$ cat src/hdl/acv_pkg.sv
`timescale 1ns / 1ps

package acv_pkg;

	localparam int CodeW = 12;
	localparam int FsW = 14;
	localparam int ProdW = CodeW + FsW;
	localparam int SegW = 8;
	localparam int NumBytes = 8;
	localparam int PosW = 3;

	localparam logic [FsW-1:0] FS_RESET = 14'd3000;
	localparam logic [FsW-1:0] FS_LIMIT = 14'd9999;
	localparam logic [CodeW-1:0] CODE_MAX = 12'd4095;
	localparam logic [PosW-1:0] POS_LAST = 3'd7;

	typedef logic [3:0] bcd_t;

	typedef struct packed {
		bcd_t th;
		bcd_t hu;
		bcd_t te;
		bcd_t un;
	} digits_t;

	localparam bcd_t BLANK = 4'd10;

	// active-low glyphs 0..9, then blank
	localparam logic [SegW-1:0] GLYPH [0:10] = '{
		8'hC0, 8'hF9, 8'hA4, 8'hB0, 8'h99, 8'h92, 8'h82, 8'hF8, 8'h80, 8'h90, 8'hFF
	};
	localparam logic [SegW-1:0] POINT_MASK = 8'h7F;

	function automatic logic [SegW-1:0] glyph(input bcd_t d);
		return (d <= BLANK) ? GLYPH[d] : GLYPH[BLANK];
	endfunction

	function automatic digits_t bcd_digits(input logic [FsW-1:0] v);
		digits_t d;
		logic [FsW-1:0] r1;
		logic [9:0] r2;
		logic [9:0] r3;
		logic [6:0] r4;
		logic [6:0] r5;
		d = '0;
		for (int k = 1; k <= 9; k++) begin
			if (v >= FsW'(k * 1000)) begin
				d.th = 4'(k);
			end
		end
		r1 = v - FsW'(d.th) * 14'd1000;
		r2 = r1[9:0];
		for (int k = 1; k <= 9; k++) begin
			if (r2 >= 10'(k * 100)) begin
				d.hu = 4'(k);
			end
		end
		r3 = r2 - 10'(d.hu) * 10'd100;
		r4 = r3[6:0];
		for (int k = 1; k <= 9; k++) begin
			if (r4 >= 7'(k * 10)) begin
				d.te = 4'(k);
			end
		end
		r5 = r4 - 7'(d.te) * 7'd10;
		d.un = r5[3:0];
		return d;
	endfunction

endpackage

$ cat src/hdl/acv_arith.sv
`timescale 1ns / 1ps

module acv_arith (
	input  logic                          clk,
	input  logic                          arst_n,
	input  logic                          in_valid,
	output logic                          in_ready,
	input  logic [acv_pkg::CodeW-1:0]     adc_code,
	input  logic [acv_pkg::FsW-1:0]       full_scale,
	output logic                          out_valid,
	input  logic                          out_ready,
	output logic [acv_pkg::FsW-1:0]       mv,
	output logic [acv_pkg::CodeW-1:0]     code
);

	logic v_s1, v_s2, v_s3;
	logic en1, en2, en3;
	logic [acv_pkg::CodeW-1:0] code_s1, code_s2, code_s3;
	logic [acv_pkg::ProdW-1:0] prod;
	logic [acv_pkg::ProdW-1:0] prod_s2;
	logic [acv_pkg::FsW-1:0] mv_s3;

	logic [acv_pkg::FsW-1:0] q0;
	logic [acv_pkg::FsW-1:0] r0;
	logic [1:0] r1;
	logic [12:0] r2;
	logic corr;
	logic [acv_pkg::FsW-1:0] mv_next;

	assign en3 = !v_s3 || out_ready;
	assign en2 = !v_s2 || en3;
	assign en1 = !v_s1 || en2;
	assign in_ready = en1;

	assign prod = acv_pkg::ProdW'(code_s1) * acv_pkg::ProdW'(full_scale);

	// divide by 2^12 - 1: fold the high part back into the low part twice
	assign q0 = prod_s2[acv_pkg::ProdW-1:12];
	assign r0 = acv_pkg::FsW'(prod_s2[11:0]) + q0;
	assign r1 = r0[13:12];
	assign r2 = 13'(r0[11:0]) + 13'(r1);
	assign corr = (r2 >= 13'(acv_pkg::CODE_MAX));
	assign mv_next = q0 + acv_pkg::FsW'(r1) + acv_pkg::FsW'(corr);

	always_ff @(posedge clk or negedge arst_n) begin
		if (!arst_n) begin
			v_s1 <= 1'b0;
			v_s2 <= 1'b0;
			v_s3 <= 1'b0;
		end else begin
			if (en1) begin
				v_s1 <= in_valid;
			end
			if (en2) begin
				v_s2 <= v_s1;
			end
			if (en3) begin
				v_s3 <= v_s2;
			end
		end
	end

	always_ff @(posedge clk) begin
		if (en1 && in_valid) begin
			code_s1 <= adc_code;
		end
		if (en2) begin
			prod_s2 <= prod;
			code_s2 <= code_s1;
		end
		if (en3) begin
			mv_s3 <= mv_next;
			code_s3 <= code_s2;
		end
	end

	assign out_valid = v_s3;
	assign mv = mv_s3;
	assign code = code_s3;

	a_mv_range: assert property (@(posedge clk) disable iff (!arst_n)
		v_s3 |-> (mv_s3 <= acv_pkg::FS_LIMIT))
		else $error("scaled value out of range");

endmodule

$ cat src/hdl/acv_fmt.sv
`timescale 1ns / 1ps

module acv_fmt (
	input  logic                          clk,
	input  logic                          arst_n,
	input  logic                          in_valid,
	output logic                          in_ready,
	input  logic [acv_pkg::FsW-1:0]       mv,
	input  logic [acv_pkg::CodeW-1:0]     code,
	output logic                          out_valid,
	input  logic                          out_ready,
	output logic [acv_pkg::SegW-1:0]      segment_byte,
	output logic [acv_pkg::PosW-1:0]      digit_position,
	output logic                          last_digit
);

	acv_pkg::digits_t dmv;
	acv_pkg::digits_t dcode;
	logic [acv_pkg::SegW-1:0] bytes_next [0:acv_pkg::NumBytes-1];
	logic [acv_pkg::SegW-1:0] bytes_s4 [0:acv_pkg::NumBytes-1];
	logic v_s4;
	logic [acv_pkg::PosW-1:0] pos_q;
	logic done;
	logic load;

	always_comb begin
		dmv = acv_pkg::bcd_digits(mv);
		dcode = acv_pkg::bcd_digits(acv_pkg::FsW'(code));
		bytes_next[0] = acv_pkg::glyph(dmv.th) & acv_pkg::POINT_MASK;
		bytes_next[1] = acv_pkg::glyph(dmv.hu);
		bytes_next[2] = acv_pkg::glyph(dmv.te);
		bytes_next[3] = acv_pkg::glyph(acv_pkg::BLANK);
		bytes_next[4] = acv_pkg::glyph(dcode.th);
		bytes_next[5] = acv_pkg::glyph(dcode.hu);
		bytes_next[6] = acv_pkg::glyph(dcode.te);
		bytes_next[7] = acv_pkg::glyph(dcode.un);
	end

	assign done = v_s4 && out_ready && (pos_q == acv_pkg::POS_LAST);
	assign load = !v_s4 || done;
	assign in_ready = load;

	always_ff @(posedge clk or negedge arst_n) begin
		if (!arst_n) begin
			v_s4 <= 1'b0;
			pos_q <= '0;
		end else begin
			if (load) begin
				v_s4 <= in_valid;
			end
			if (v_s4 && out_ready) begin
				pos_q <= pos_q + 1'b1;
			end
		end
	end

	always_ff @(posedge clk) begin
		if (load && in_valid) begin
			bytes_s4 <= bytes_next;
		end
	end

	assign out_valid = v_s4;
	assign segment_byte = bytes_s4[pos_q];
	assign digit_position = pos_q;
	assign last_digit = (pos_q == acv_pkg::POS_LAST);

	a_mid_run: assert property (@(posedge clk) disable iff (!arst_n)
		(pos_q != '0) |-> v_s4)
		else $error("run position advanced without a held item");

	a_wrap: assert property (@(posedge clk) disable iff (!arst_n)
		done |=> (pos_q == '0))
		else $error("position did not wrap after last byte");

endmodule

$ cat src/hdl/adc_code_to_seven_segment_voltmeter.sv
`timescale 1ns / 1ps

// An item's first byte passes registered stages s1, s2, s3 and serializer stage s4.
// Eight bytes per item, one byte per cycle from the serializer while out_ready is high.
// Input is taken while the serializer still sends the previous item's bytes.
// Reset (arst_n low): all stages empty, byte position 0, full scale 3000 mV.

module adc_code_to_seven_segment_voltmeter (
	input  logic                          clk,
	input  logic                          arst_n,
	input  logic                          in_valid,
	output logic                          in_ready,
	input  logic [acv_pkg::CodeW-1:0]     adc_code,
	output logic                          out_valid,
	input  logic                          out_ready,
	output logic [acv_pkg::SegW-1:0]      segment_byte,
	output logic [acv_pkg::PosW-1:0]      digit_position,
	output logic                          last_digit,
	input  logic                          cfg_we,
	input  logic [acv_pkg::FsW-1:0]       cfg_wdata
);

	logic [acv_pkg::FsW-1:0] fs_q;
	logic mid_valid;
	logic mid_ready;
	logic [acv_pkg::FsW-1:0] mid_mv;
	logic [acv_pkg::CodeW-1:0] mid_code;

	always_ff @(posedge clk or negedge arst_n) begin
		if (!arst_n) begin
			fs_q <= acv_pkg::FS_RESET;
		end else if (cfg_we) begin
			fs_q <= (cfg_wdata > acv_pkg::FS_LIMIT) ? acv_pkg::FS_LIMIT : cfg_wdata;
		end
	end

	acv_arith u_arith (
		.clk        (clk),
		.arst_n     (arst_n),
		.in_valid   (in_valid),
		.in_ready   (in_ready),
		.adc_code   (adc_code),
		.full_scale (fs_q),
		.out_valid  (mid_valid),
		.out_ready  (mid_ready),
		.mv         (mid_mv),
		.code       (mid_code)
	);

	acv_fmt u_fmt (
		.clk            (clk),
		.arst_n         (arst_n),
		.in_valid       (mid_valid),
		.in_ready       (mid_ready),
		.mv             (mid_mv),
		.code           (mid_code),
		.out_valid      (out_valid),
		.out_ready      (out_ready),
		.segment_byte   (segment_byte),
		.digit_position (digit_position),
		.last_digit     (last_digit)
	);

	a_fs_range: assert property (@(posedge clk) disable iff (!arst_n)
		fs_q <= acv_pkg::FS_LIMIT)
		else $error("full scale out of range");

endmodule
$ cat config.mk
export PLATFORM = sky130hd
export DESIGN_NAME = adc_code_to_seven_segment_voltmeter
export DESIGN_NICKNAME = d
export VERILOG_FILES = /design/src/hdl/acv_pkg.sv /design/src/hdl/acv_arith.sv /design/src/hdl/acv_fmt.sv /design/src/hdl/adc_code_to_seven_segment_voltmeter.sv
export SDC_FILE = /design/constraint.sdc
export NUM_CORES = 1
export LEC_CHECK = 0
export BUFFER_PORTS_ARGS = -buffer_cell sky130_fd_sc_hd__buf_2
export CAP_MARGIN = 20
export CORE_ASPECT_RATIO = 0.7
export CORE_MARGIN = 4
export CORE_UTILIZATION = 40
export CTS_BUF_LIST = sky130_fd_sc_hd__clkbuf_2
export CTS_CLUSTER_SIZE = 25
export DETAILED_ROUTE_END_ITERATION = 10
export GPL_ROUTABILITY_DRIVEN = 0
export SLEW_MARGIN = 20
export SYNTH_ARGS = -nofsm -noshare
export SYNTH_HDL_FRONTEND = slang
export SYNTH_SLANG_ARGS = --single-unit
export TNS_END_PERCENT = 30
$ cat constraint.sdc
create_clock -name clk -period 14 [get_ports clk]
set_clock_uncertainty 0.1 [all_clocks]
set_input_delay 1.4 -clock clk [delete_from_list [all_inputs] [get_ports clk]]
set_output_delay 1.4 -clock clk [all_outputs]
set_load 0.005 [all_outputs]
-- Word level (Yosys, flattened, before mapping)
Memories as Yosys holds them, arrays and structs flattened. A register that Yosys moved wholly into a read port is not among the register bits.
Cells that the tools add are included.
- flip-flop bits (word level): 97
- word-level logic and storage cells: 176
- ROM bits: 896
- memories: 7
- memories (name ; words ; bits a word ; rd ports ; clocked after memory_dff ; wr ports ; line ; source):
    (no name shown) ; 16 ; 8 ; 1 ; 1 ; 0 ; acv_pkg.sv:35 ; return (d <= BLANK) ? GLYPH[d] : GLYPH[BLANK];
    (no name shown) ; 16 ; 8 ; 1 ; 1 ; 0 ; acv_pkg.sv:35 ;
    (no name shown) ; 16 ; 8 ; 1 ; 1 ; 0 ; acv_pkg.sv:35 ;
    (no name shown) ; 16 ; 8 ; 1 ; 1 ; 0 ; acv_pkg.sv:35 ;
    (no name shown) ; 16 ; 8 ; 1 ; 1 ; 0 ; acv_pkg.sv:35 ;
    (no name shown) ; 16 ; 8 ; 1 ; 1 ; 0 ; acv_pkg.sv:35 ;
    +1 memories ; - ; - ; - ; - ; - ; - ;
- equal/unequal tests: 1
- magnitude comparators: 60
- $mul: 6
- bitwise operators: 8
- muxes and demuxes: 54
- add/subtract/negate cells: 10
- reduce and logical (&&, ||, !) cells: 19
- operators by type and width (cell ; number):
    >= comparator 10 bit (second input constant) ; 8
    2-to-1 mux 4 bit ; 17
    >= comparator 10 x 9 -> 1 bit (second input constant) ; 6
    >= comparator 14 x 13 -> 1 bit (second input constant) ; 4
    2-to-1 mux 3 bit ; 17
    >= comparator 7 x 6 -> 1 bit (second input constant) ; 6
    >= comparator 7 bit (second input constant) ; 6
    NOT 4 -> 5 bit ; 7
    >= comparator 14 x 12 -> 1 bit (second input constant) ; 2
    >= comparator 7 x 5 -> 1 bit (second input constant) ; 4
    <= comparator 4 bit (second input constant) ; 7
    multiplier 12 x 14 -> 26 bit ; 1
    binary-select mux 8 bit (select 3 bit) ; 1
    >= comparator 12 bit (second input constant) ; 2
    >= comparator 10 x 7 -> 1 bit (second input constant) ; 2
    >= comparator 10 x 8 -> 1 bit (second input constant) ; 2
    2-to-1 mux 2 bit ; 10
    subtractor 10 bit ; 2
    2-to-1 mux 8 bit ; 2
    adder 12 x 14 -> 14 bit ; 1
    adder 14 x 1 -> 14 bit ; 1
    adder 14 x 2 -> 14 bit ; 1
    >= comparator 12 x 14 -> 1 bit (second input constant) ; 1
    >= comparator 14 x 10 -> 1 bit (second input constant) ; 1
    other kinds (22) ; 47

-- Depth between registers and ports, before layout
Gate-level depths: netlist (run 1).
- depth in word-level cells: 36
- mapped depth: 36

-- By module
From an unflattened synthesis (run 1), not the netlist that was laid out.
- cell total of the unflattened synthesis: 1558
- area total of the unflattened synthesis: 15203.3 sq um
- modules (own cells, without submodules) (module ; area each (sq um) ; times used ; cells an instance ; sequential area each (sq um)):
    acv_arith ; 8698.3 ; 1 ; 857 ; 2357.3
    acv_fmt ; 5826.8 ; 1 ; 637 ; 1571.5
    adc_code_to_seven_segment_voltmeter ; 678.2 ; 1 ; 64 ; 359.1

-- Worst setup path after synthesis (run 1)
Ideal clock, no wire load.
- path type: register -> register
- from: register u_arith.mv_s3, in the netlist u_arith.mv[4]
- to: register u_fmt.bytes_s4[44] in the netlist's numbering, data pin
- slack: 5858 ps
- stages on the path, launching flop included: 36
- path buffers: 1
- required time: 13623 ps
- data arrival time: 7764 ps
- cell sequence: edfxtp_1 > o21ai_0 > nor2_1 > a2111oi_0 > nor2_1 > o21ai_0 > inv_1 > fa_1 > inv_1 > fa_1 > inv_1 > ha_1 > xor2_1 > ha_1 > inv_1 > nor3_1 > a221oi_1 > o311a_1 > clkbuf_1 > a31o_2 > o21ai_0 > mux2_2 > ha_1 > fa_1 > inv_1 > a21o_1 > a21oi_1 > xnor2_1 > xnor2_1 > mux2_2 > a21oi_1 > o221ai_1 > ha_1 > inv_1 > o21ai_0 > mux2i_1
- longest elaborated chain between the ends: 36
- elaborated cells on any way between the ends: 61
- ends and longest elaborated chain (element ; line ; source):
    start, declared ; acv_arith.sv:21 ; logic [acv_pkg::FsW-1:0] mv_s3;
    start signal, assigned ; acv_arith.sv:72 ; mv_s3 <= mv_next;
    >= comparator 14 x 10 -> 1 bit ; acv_pkg.sv:47 ; if (v >= FsW'(k * 1000)) begin
    2-to-1 mux 1 bit ; acv_pkg.sv:47 ;
    2-to-1 mux 4 bit (8 in series) ; acv_pkg.sv:47 ;
    multiplier 4 x 7 -> 7 bit ; acv_pkg.sv:51 ; r1 = v - FsW'(d.th) * 14'd1000;
    subtractor 10 bit (*) ; acv_pkg.sv:51 ;
    >= comparator 10 x 7 -> 1 bit ; acv_pkg.sv:54 ; if (r2 >= 10'(k * 100)) begin
    2-to-1 mux 1 bit ; acv_pkg.sv:54 ;
    2-to-1 mux 2 bit (2 in series) ; acv_pkg.sv:54 ;
    [... 8 more ...] ; - ;
    >= comparator 7 x 4 -> 1 bit ; acv_pkg.sv:61 ; if (r4 >= 7'(k * 10)) begin
    2-to-1 mux 1 bit ; acv_pkg.sv:61 ;
    2-to-1 mux 2 bit (2 in series) ; acv_pkg.sv:61 ;
    2-to-1 mux 3 bit (4 in series) ; acv_pkg.sv:61 ;
    2-to-1 mux 4 bit ; acv_pkg.sv:61 ;
    2-to-1 mux 4 bit (*) ; acv_pkg.sv:61 ;
    <= comparator 4 bit ; acv_pkg.sv:35 ;
    zero test 1 bit (no source line) ; - ;
    end, declared ; acv_fmt.sv:20 ; logic [acv_pkg::SegW-1:0] bytes_s4 [0:acv_pkg::NumBytes-1];
Mark *: on every way between the ends. The rest lies on a longest branch, timed or not.
A chain may end at the register's enable or synchronous reset.

-- Final worst setup path (run 1)
Same ends and word-level chain as after synthesis.

==> results of run 1 <==
==> worst min-delay path by stage <==
stage	start	end	slack [ns]	cells after the start
after floorplan	u_arith.code_s2[0]	u_arith.code[0]	0.30	0
after CTS	u_arith.code_s2[5]	u_arith.code[5]	0.35	0
final	u_arith.code_s2[5]	u_arith.code[5]	0.35	0
after detailed placement	u_arith.code_s2[11]	u_arith.code[11]	0.30	0
after global placement	u_arith.code_s2[8]	u_arith.code[8]	0.30	0
after global routing	u_arith.code_s2[7]	u_arith.code[7]	0.35	0
==> state kept, by name (all words and copies together) (netlist names) <==
register,cells
u_arith.code_s1,12
u_arith.out_valid,1
u_arith.v_s2,1
u_arith.code_s2,12
fs_q,14
u_fmt.out_valid,1
u_fmt.bytes_s4,49
u_arith.prod_s2,26
u_arith.v_s1,1
u_arith.mv,13
u_fmt.digit_position,3
u_arith.code,12
==> metrics by stage <==
stage          std cells  util [%]
4_1_cts             2029      43.0
6_report            2029      43.0
3_5_place_dp        1997      42.2
3_3_place_gp        1997      42.2
5_1_grt             2029      43.0
2_1_floorplan       1511         -
==> layout by cell type (no fill, tap or decap), types with 7 or more instances in the layout <==
master,synthesis,final
inv_1,200,200
nand2_1,172,171
ha_1,151,151
fa_1,135,135
edfxtp_1,124,124
o21ai_0,69,69
nor2_1,66,66
and2_1,65,65
xnor2_1,48,48
a21oi_1,47,47
buf_2,0,44
nor3_1,25,25
nand3_1,25,24
xor2_1,22,22
a21o_1,21,21
clkbuf_2,0,17
mux2_2,16,16
o21a_1,15,15
nor2b_1,15,14
dfrtp_1,14,14
mux2i_1,12,12
o22ai_1,12,12
a31oi_1,11,11
o211ai_1,10,10
nand2b_1,10,10
or2_2,9,9
o31ai_1,9,9
a22o_1,9,9
nand4_1,8,8
a211oi_1,8,8
o22a_1,8,8
and3_1,7,7
a211o_1,7,7
mux4_2,7,7
inv_8,0,7
dfstp_2,7,7
==> final cells by class <==
type,instances,area (um2)
fillers,3585,21200
multi-input cells,1119,9840
flip-flops and latches,145,4260
inverters,200,751
well taps,488,611
repair buffers,45,228
clock inverters,15,186
clock buffers,17,85.1
==> routing by layer <==
layer / wire [um] / share of wire (%)
met3: 2030 / 5.9
met2: 14900 / 43
met5: 0 / 0
met4: 354 / 1.0
met1: 17000 / 50
==> worst max-delay path: cells and delay by family (launching register included) <==
family                     cells  cell delay, ns
adders and majority gates      7            2.65
AOI/OAI and AO/OA             12            3.20
muxes                          3            0.70
DFF                            1            0.60
buffers and inverters          6            0.66
and+or+nand+nor                3            0.19
xor gates and xnor gates       3            0.89
==> cell families after synthesis <==
logic type,Yosys count,share of synthesized area (%)
and+or+nand+nor,433,14.0
muxes,35,3.05
AOI/OAI and AO/OA,289,13.1
DFF,145,28.3
adders and majority gates,287,30.6
buffers and inverters,247,6.24
xor gates and xnor gates,73,4.52
other,2,0.0500
==> flow_summary.yaml, run 1 <==
synth:
  synth.top_cell.area_share_pct: 24.8
  synth_nets: 1828
  synth-seq-cells: 145
  yosysWarnings: 0
  synth_edf_count: 124
  synth_area_mm2: 0.0150
  synthTopCellsByCount: "inv_1, nand2_1, ha_1, fa_1, edfxtp_1"
  synthTopCellsByArea: "edfxtp_1, fa_1, ha_1"
  synth-main-ff-cell: "edfxtp_1"
  synth_largest_area_cell: "edfxtp_1"
  ys_seq_area_share_pct: 28.3
  async_reset_ff_share_pct: 14.5
  syn_inst: 1511
  synth_cell_type_count: 87
  avgSynthCellArea_um2: 9.94
  synth.most_common_cell: "inv_1"
timing:
  period_needed_ns: 9.21
  finalSetupTns_ns: 0
  setup_viol: 0
  slew_headroom_pct: 32.5
  hold_violations: 0
  worst_pin_slew_ns: 1.00
  fin_ws_ns: 4.79
  fmax_ghz: 0.109
  slew_violations: 0
  hold_slack_ns: 0.351
  post-route-period-util_pct: 65.8
  rsz0062_at_grt: "no"
worst_setup_path:
  endpoint_kind: "flip-flop"
  slowest_delay_ns: 0.61
  r2r-end: "u_fmt.bytes_s4[44]"
  critPathMaxFanout: 9
  cp-endpoint: "u_fmt.bytes_s4[44]"
  required_ns: 14.43
  startpoint_type: "flip-flop"
  crit_path_start: "u_arith.mv[4]"
  reg2reg_slack_ns: 4.79
  critPathKind: "flip-flop to flip-flop"
  arrival_ns: 9.64
  r2r_start: "u_arith.mv[4]"
  ff2ff_path_depth: 34
  critPathSlowestCell: "fa_1"
  critPathMostFrequentCell: "inv_1"
placement:
  dpl-instance-area_mm2: 0.0157
  dp_hpwl_um: 27200
  portBuffers: 44
  place_ws_ns: 4.89
die:
  coreArea_mm2: 0.0371
  die_y_um: 170
  std_cell_rows: 59
  dieArea_mm2: 0.0408
  ios: 45
  start_util_pct: 40.5
  die_w_um: 240
global_route:
  grtUsageMet3_pct: 3.47
  grt.busiest_layer: "met2"
  grt_pass1_wl_um: 56300
  grt.overflow.total: 0
  grt_max_degree: 50
  antenna_found_initial: 0
  use_met2_pct: 26.3
  groute.layer.met1.usage_pct: 25.8
  gr-usage-all-layers_pct: 17.2
  grt_pass1_vias: 10710
outcome:
  status: "finished clean"
clock_tree:
  clkTransAtPathRegs_ns: 0.25
  cts_hold_buf: 0
  cts_sinks: 145
  cts_resized: 0
  clock_latency_ns: 0.79
  clockBufferDepth: 2
  h-tree-depth: 4
  cts_buffers: 17
  root_buffer: "clkbuf_2"
  postCtsSetupRepairBufs: 0
  cts_tree: "built"
route:
  first_pass_iters: 5
  post_drt_wl_per_cell_um: 16.9
  ant_nets: 0
  vias: 10876
  drc: 0
  wl_um: 34200
  via_per_inst: 5.36
  drt_iter0_markers: 767
layout:
  fin_nets: 1845
  area_growth_pct: 6.25
  drive_gt1_share_pct: 9.21
  num_antenna_cells: 0
  final_area_mm2: 0.0160
hold_path:
  hp-class: "flip-flop to flip-flop"
job:
  drv_cap: 0
Power of run 1 is not shown: default switching activity piles up to over one toggle a cycle in this logic, so the estimate is an artifact.
==> run 2, diff against run 1 <==
--- a/config.mk
+++ b/config.mk
@@ -5,6 +5,7 @@
 export SDC_FILE = /design/constraint.sdc
 export NUM_CORES = 1
 export LEC_CHECK = 0
+export ABC_AREA = 1
 export BUFFER_PORTS_ARGS = -buffer_cell sky130_fd_sc_hd__buf_2
 export CAP_MARGIN = 20
 export CORE_ASPECT_RATIO = 0.7
==> constraint.sdc (replaced) <==
create_clock -name clk -period 8.1 [get_ports clk]
set_clock_uncertainty 0.1 [all_clocks]
set_input_delay 0.81 -clock clk [delete_from_list [all_inputs] [get_ports clk]]
set_output_delay 0.81 -clock clk [all_outputs]
set_load 0.005 [all_outputs]
==> run 2 against run 1 <==
  * Worst setup slack got worse by 4.2 ns
  * Core utilization increased by 1.2 points
  * Worst hold slack worse by 0.24 ns
  * Sequential cell count stayed put
  * Highest routed layer unchanged
  * Count of clock-buffer cells in the layout grew 1
  * Via count up 3.9%
==> flow_summary.yaml, run 2 <==
layout:
  layout_top_registers: "u_fmt.bytes_s4 x49, u_arith.prod_s2 x26, fs_q x14"
  layout_commonest_cell: "nand2_1"
  fin_util_pct: 44.2
  drive_gt1_share_pct: 8.40
  largest_reg_flops: 49
  top_register: "u_fmt.bytes_s4"
  final-instance-count-excl-fill: 2292
  mostFrequentLayoutCells: "nand2_1, inv_1, ha_1, fa_1, edfxtp_1"
  fin_nets: 2114
  area_growth_pct: 7.85
die:
  die_w_um: 238
  start_util_pct: 40.9
  std_cell_rows: 58
  dieArea_mm2: 0.0403
  ios: 45
  coreArea_mm2: 0.0363
  die_y_um: 169
route:
  first_pass_iters: 5
  via_per_inst: 4.93
  wl_um: 33600
  drc: 0
  vias: 11300
  ant_nets: 0
  drt_iter0_markers: 1023
  post_drt_wl_per_cell_um: 14.7
worst_setup_path:
  critPathKind: "flip-flop to flip-flop"
  endpoint_kind: "flip-flop"
  slowest_delay_ns: 0.55
  r2r_start: "u_arith.mv[4]"
  critPathMaxFanout: 8
  required_ns: 8.59
  crit_path_start: "u_arith.mv[4]"
  arrival_ns: 8.02
  startpoint_type: "flip-flop"
  critPathSlowestCell: "fa_1"
  critPathMostFrequentCell: "nand2_1"
synth:
  synth_largest_area_cell: "edfxtp_1"
  synth.top_cell.area_share_pct: 25.1
  synth-seq-cells: 145
  synth_nets: 2069
  avgSynthCellArea_um2: 8.48
  synth_cell_type_count: 54
  synthTopCellsByArea: "edfxtp_1, fa_1, ha_1"
  synth_area_mm2: 0.0149
  synthTopCellsByCount: "nand2_1, inv_1, ha_1, fa_1, edfxtp_1"
  yosysWarnings: 0
  async_reset_ff_share_pct: 14.5
  synth_edf_count: 124
  syn_inst: 1752
  ys_seq_area_share_pct: 28.7
  synth.most_common_cell: "nand2_1"
  synth-main-ff-cell: "edfxtp_1"
timing:
  post-route-period-util_pct: 93.0
  period_needed_ns: 7.53
  fin_ws_ns: 0.567
  fmax_ghz: 0.133
  slew_headroom_pct: 40.5
  hold_slack_ns: 0.108
  worst_pin_slew_ns: 0.892
  slew_violations: 0
  setup_viol: 0
  hold_violations: 0
clock_tree:
  clkTransAtPathRegs_ns: 0.25
  clock_latency_ns: 0.81
  clockBufferDepth: 2
  h-tree-depth: 4
  root_buffer: "clkbuf_2"
  cts_sinks: 145
  cts_tree: "built"
  cts_buffers: 17
global_route:
  gr-usage-all-layers_pct: 17.4
  antenna_found_initial: 1
  grt_max_degree: 41
  grt_pass1_vias: 11235
  grt.overflow.total: 0
  grt_pass1_wl_um: 57100
job:
  drv_cap: 0
hold_path:
  hp-start: "adc_code[8]"
  hp-class: "input pin to flip-flop"
placement:
  dp_cells: 2245
  dp_hpwl_um: 26500
  place_ws_ns: 0.122
  portBuffers: 44
outcome:
  status: "finished clean"
run 2: worst max-delay path, delay by kind of cell (launching register included):
kind | cells | cell delay (ns)
compound gates | 8 | 1.40
xor+xnor | 3 | 0.55
fa+ha+maj | 6 | 2.08
buf+inv | 6 | 0.61
flops | 1 | 0.52
simple gates | 22 | 2.05
run 2: stage by stage:
stage                     TNS [ns]  cell area (um2)
after floorplan                  0            14900
after global placement           0            15600
after detailed placement         0            15600
after CTS                        0            15900
after global routing       -0.0461            16000
final                            0            16000
run 2: cells by family after synthesis:
| logic type | count (synthesis) | synth area share (%) |
|---|---|---|
| simple gates | 645 | 18.3 |
| compound gates | 219 | 8.42 |
| xor+xnor | 62 | 3.76 |
| flops | 145 | 28.7 |
| buf+inv | 393 | 9.95 |
| other cells | 2 | 0.0505 |
| fa+ha+maj | 286 | 30.9 |
run 2: per-layer routing:
layer	global-route usage [%]	routed length [um]	vias to the layer above
met3	3.69	2150	27
met1	26.9	17500	5335
li1	-	-	5623
met4	3.23	287	0
met5	0	0	-
met2	25.4	13700	315
run 2: layout make-up:
cell class,count,area (um2)
Clock inverter,14,171
Tap cell,480,601
Fill cell,3587,20300
Multi-Input combinational cell,1214,9170
Clock buffer,18,90.1
Timing Repair Buffer,63,390
Sequential cell,145,4260
Inverter,356,1340
Antenna cell,2,5.00
run 2: path summary, 6_finish.rpt:
| kind | depth (start not counted) | slack (ns) | end |
|---|---|---|---|
| worst max register to register | 45 | 0.57 | u_fmt.bytes_s4[43] |
| worst min register to register | 0 | 0.30 | u_arith.code[1] |
| min in group asynchronous | 2 | 0.41 | u_arith.out_valid |
| worst min-delay path | 1 | 0.11 | u_arith.code_s1[8] |
| max in group asynchronous | 2 | 7.06 | u_arith.v_s1 |
| worst max-delay path | 45 | 0.57 | u_fmt.bytes_s4[43] |
run 2: what timing repair did:
action	CTS	global route
setup endpoints to repair	0	14
endpoints found under the hold margin	18	6
hold buffers	5	6
resized for setup	0	11
buffers inserted	0	2
Power of run 2 is left out for the same reason.
